==> src/rtl/core/xoo_pkg.sv <==
// Shared types, round count and round-constant table for the Xoodoo permutation unit.
package xoo_pkg;

    localparam int unsigned WORD_W      = 32;
    localparam int unsigned WORD_COUNT  = 12;
    localparam int unsigned LANE_COUNT  = 4;
    localparam int unsigned RC_W        = 10;
    localparam int unsigned TABLE_DEPTH = 12;

    // Number of rounds, 1..12; the last ROUND_COUNT table entries are used.
    localparam int unsigned ROUND_COUNT = 12;
    localparam int unsigned FIRST_ROUND = TABLE_DEPTH - ROUND_COUNT;

    typedef logic [WORD_W-1:0]                 t_word;
    typedef logic [WORD_COUNT-1:0][WORD_W-1:0] t_state;
    typedef logic [RC_W-1:0]                   t_rc;

    localparam t_rc RC_TABLE [TABLE_DEPTH] = '{
        10'h058, 10'h038, 10'h3c0, 10'h0d0, 10'h120, 10'h014,
        10'h060, 10'h02c, 10'h380, 10'h0f0, 10'h1a0, 10'h012
    };

    // Constant for pipeline round idx (0 is the first round applied).
    function automatic t_rc xoo_rc(input int unsigned idx);
        logic [3:0] slot;
        slot = 4'(FIRST_ROUND + idx);
        return RC_TABLE[slot];
    endfunction

endpackage

==> src/rtl/core/xoo_round.sv <==
// One Xoodoo round followed by a pipeline register with its valid bit.
module xoo_round import xoo_pkg::*; (
    input  logic   i_clk,
    input  logic   i_rst_n,
    input  logic   i_valid,
    input  t_state i_state,
    input  t_rc    i_rc,
    output logic   o_valid,
    output t_state o_state
);

    logic   r_valid;
    t_state r_state;
    t_state n_state;

    function automatic t_word rotl(input t_word v, input logic [4:0] n);
        return (v << n) | (v >> (6'd32 - {1'b0, n}));
    endfunction

    always_comb begin
        t_word      p [LANE_COUNT];
        t_word      e [LANE_COUNT];
        t_word      a [WORD_COUNT];
        t_word      b [WORD_COUNT];
        t_word      c0;
        t_word      c1;
        t_word      c2;
        logic [1:0] prev;
        logic [1:0] dest;

        // theta: column parity folded in from the western neighbor
        for (int x = 0; x < LANE_COUNT; x++) begin
            p[x] = i_state[x] ^ i_state[x + 4] ^ i_state[x + 8];
        end
        for (int x = 0; x < LANE_COUNT; x++) begin
            prev = 2'(x + 3);
            e[x] = rotl(p[prev], 5'd5) ^ rotl(p[prev], 5'd14);
        end
        for (int i = 0; i < WORD_COUNT; i++) begin
            a[i] = i_state[i] ^ e[i % LANE_COUNT];
        end

        // rho-west
        for (int x = 0; x < LANE_COUNT; x++) begin
            prev      = 2'(x + 3);
            b[x]      = a[x];
            b[x + 4]  = a[4 + prev];
            b[x + 8]  = rotl(a[x + 8], 5'd11);
        end

        // iota
        b[0] = b[0] ^ {{(WORD_W-RC_W){1'b0}}, i_rc};

        // chi, then rho-east
        n_state = '0;
        for (int x = 0; x < LANE_COUNT; x++) begin
            c0   = b[x];
            c1   = b[x + 4];
            c2   = b[x + 8];
            dest = 2'(x + 2);
            n_state[x]        = c0 ^ (~c1 & c2);
            n_state[x + 4]    = rotl(c1 ^ (~c2 & c0), 5'd1);
            n_state[8 + dest] = rotl(c2 ^ (~c0 & c1), 5'd8);
        end
    end

    always_ff @(posedge i_clk) begin
        if (!i_rst_n) begin
            r_valid <= 1'b0;
        end else begin
            r_valid <= i_valid;
        end
    end

    always_ff @(posedge i_clk) begin
        r_state <= n_state;
    end

    assign o_valid = r_valid;
    assign o_state = r_state;

endmodule
==> config.mk <==
export PLATFORM = sky130hd
export DESIGN_NAME = xoo_round
export DESIGN_NICKNAME = d
export VERILOG_FILES = /design/src/rtl/core/xoo_pkg.sv /design/src/rtl/core/xoo_round.sv
export SDC_FILE = /design/constraint.sdc
export NUM_CORES = 1
export LEC_CHECK = 0
export BUFFER_PORTS_ARGS = -buffer_cell sky130_fd_sc_hd__buf_4
export CORE_AREA = 4 4 306 308
export CTS_BUF_LIST = sky130_fd_sc_hd__clkbuf_8 sky130_fd_sc_hd__clkbuf_16
export CTS_CLUSTER_SIZE = 24
export DETAILED_ROUTE_END_ITERATION = 8
export DIE_AREA = 0 0 310 312
export MAX_ROUTING_LAYER = met4
export PLACE_DENSITY = 0.48
export SYNTH_ARGS = -nofsm -noshare
export SYNTH_HDL_FRONTEND = slang
export SYNTH_SLANG_ARGS = --single-unit
==> constraint.sdc <==
create_clock -name i_clk -period 2.05 [get_ports i_clk]
set_input_delay 0.41 -clock i_clk [delete_from_list [all_inputs] [get_ports i_clk]]
set_output_delay 0.41 -clock i_clk [all_outputs]
set_load 0.005 [all_outputs]
==> impl_results.md <==
- Lkg Pwr: 0.01966 µW
- Slowest stage delay, CP: 0.65 ns
- Fillers: 8558
- Worst slew margin: 55.44%
- Final Cycle Share: 84.94%
- Port bufs: 781
- Status: completed
- Pwr Density: 1380 nW/µm²
- Max_cap viols: 0
- Hpwl dp: 102200 µm
- CP Capture Type: register
- Number of global-route vias before repair: 18450
- Iteration-0 DRC Markers: 887
- Remaining antenna violation count: 0
- Clk sinks: 385
- H-tree lvl count: 2
- DR WL/cell: 29.30 µm
- Crit path required time: 2.56 ns
- Core Util, Final: 41.70%
- Fin crit period: 1.741 ns
- Gpl congestion: 0.9085
- DRT Wirelength: 117600 µm
- Final Hold Viols: 0
- Synth Cell Area: 26470 µm²
- Clock transition at path regs: 0.06 ns
- I/O pin total: 782
- Worst slack, placed: -0.3401 ns
- Worst min path class: input pin to register
- Register area: 7707 µm²
- Yosys Warn Count: 0
- Worst Path Max Fanout: 3
- Area occupied by multi-input gates: 18760 µm²
- CTS tree: yes
- Avg Inst Size Synth: 15.79 µm²
- Initial antenna violation count: 14
- DIE HEIGHT: 312 µm
- Synth Register Bits: 385
- Die area: 96720 µm²
- Register area share after synthesis: 29.12%
- GRT Util Overall: 24.33%
- Peak supply drop: 922.4 µV
- Top post-synthesis cells by area: dfxtp_1, xnor3_1, xnor3_2
- P&R area growth vs syn: 43.54%
- 1st-pass router iterations: 5
- Hold_ws: 0.2543 ns
- FP Rows: 111
- Post-synth net total: 2073
- Residual DRC: 0
- DP Area: 36160 µm²
- Vias: 16890
- Crit Path Class: input pin to register
- Starting Density: 29.05%
- Design Area, Final: 38000 µm²
- Slew Viols, Final: 0
- Cells after synthesis: 1676
- Maximum clock path buffer count: 3
- CP max-delay cell: xnor3_1
- Synth unique cells: 15
- Die Wd: 310 µm
- Share of cells above drive strength 1: 53.57%
- Setup violators final: 0
- Fmax: 0.5743 GHz
- Residual overflow from global routing: 0
- CP arrival: 2.25 ns
- Worst Setup Start Kind: input pin
- Core box area: 91110 µm²
- Worst-Margin Slew: 0.6684 ns
- Fin nets: 3174
- Inserted Clock Buffers: 51
- CP cell instances: buf_4, xnor3_2, xnor3_1, nor2b_1, xnor2_1
- Setup slack after layout: 0.3087 ns
- Via density: 4.210
- Largest area contributor in the netlist: dfxtp_1
- First-pass GRT wire length: 153300 µm
- RSZ-0062 raised after global routing: no
- Post-synth top area share: 29.12%
- PostCTS Resize Cnt: 0
- CTS root buf: clkbuf_16
- Largest net degree at the start of global routing: 13
- Worst hold path cell count: 3
## final timing paths
path | startpoint | end | slack (ns)
worst max-delay path | i_state[261] | o_state[379]$_DFF_P_ | 0.31
worst min-delay path | i_state[381] | o_state[304]$_DFF_P_ | 0.25
## registers in the layout, summed over array words and instances, names as in the netlist
name     cells
o_state    384
o_valid      1
## power by group
| group | switching, µW | internal, µW | total (µW) |
|---|---|---|---|
| Combinational | 12600 | 16600 | 29200 |
| Clock | 3720 | 5910 | 9630 |
| Sequential | 1810 | 11800 | 13600 |
| Total | 18200 | 34300 | 52400 |
## repair_timing
item | CTS | global route
endpoints found under the hold margin | 1 | 0
setup buffers | 0 | 0
hold buffers | 2 | 0
## cells by family (layout without fill, tap and decap cells)
family        after synthesis  count (layout)  synth area share (%)
xor+xnor                  906             906                 57.94
buf+inv                     0            1139                     0
flops                     385             385                 29.12
other cells                 0              11                     0
simple gates              385             385                 12.94
## metal layers
layer	part of all wire [%]	up-vias	global-route usage (%)
met5	0	-	-
met1	41	8397	29.21
met4	1.5	0	3.989
li1	-	7830	-
met3	6.2	84	5.374
met2	51	580	42.53
## Yosys cell counts (all sizes together)
library cell,n
dfxtp,385
and2,1
xnor3,512
and2b,35
xnor2,384
nand2b,10
nor2,10
nor2b,319
xor2,10
nand2,10
## area by class of cell
type                            instances  area share, %
Multi-Input combinational cell       1291          49.38
Timing Repair Buffer                 1048          21.64
Sequential cell                       385          20.29
Clock buffer                           71          4.143
Tap cell                             1186          3.906
Clock inverter                         20         0.5697
Antenna cell                           11        0.07245
## stage by stage
stage | instances | power [µW] | TNS [ns]
2_1_floorplan | 1676 | 28620 | 0
3_3_place_gp | 3908 | 42970 | -4.309
3_5_place_dp | 3908 | 43210 | -5.254
4_1_cts | 4001 | 53180 | 0
5_1_grt | 4012 | 55000 | 0
6_report | 4012 | 52420 | 0
## placed cells by master, fill, tap and decap left out, drive strengths merged
cell and count:
and2 1, and2b 35, buf 1046, bufinv 5, clkbuf 71, clkinv 4
dfxtp 385, diode 11, dlygate4sd3 2, inv 11, nand2 10, nand2b 10
nor2 10, nor2b 319, xnor2 384, xnor3 512, xor2 10
## critical path, delay by kind of cell
kind / cells / cell delay (ns)
buf+inv: 1 / 0.10
xor+xnor: 3 / 1.45
simple gates: 1 / 0.26
(Power assumes the default switching activity.)
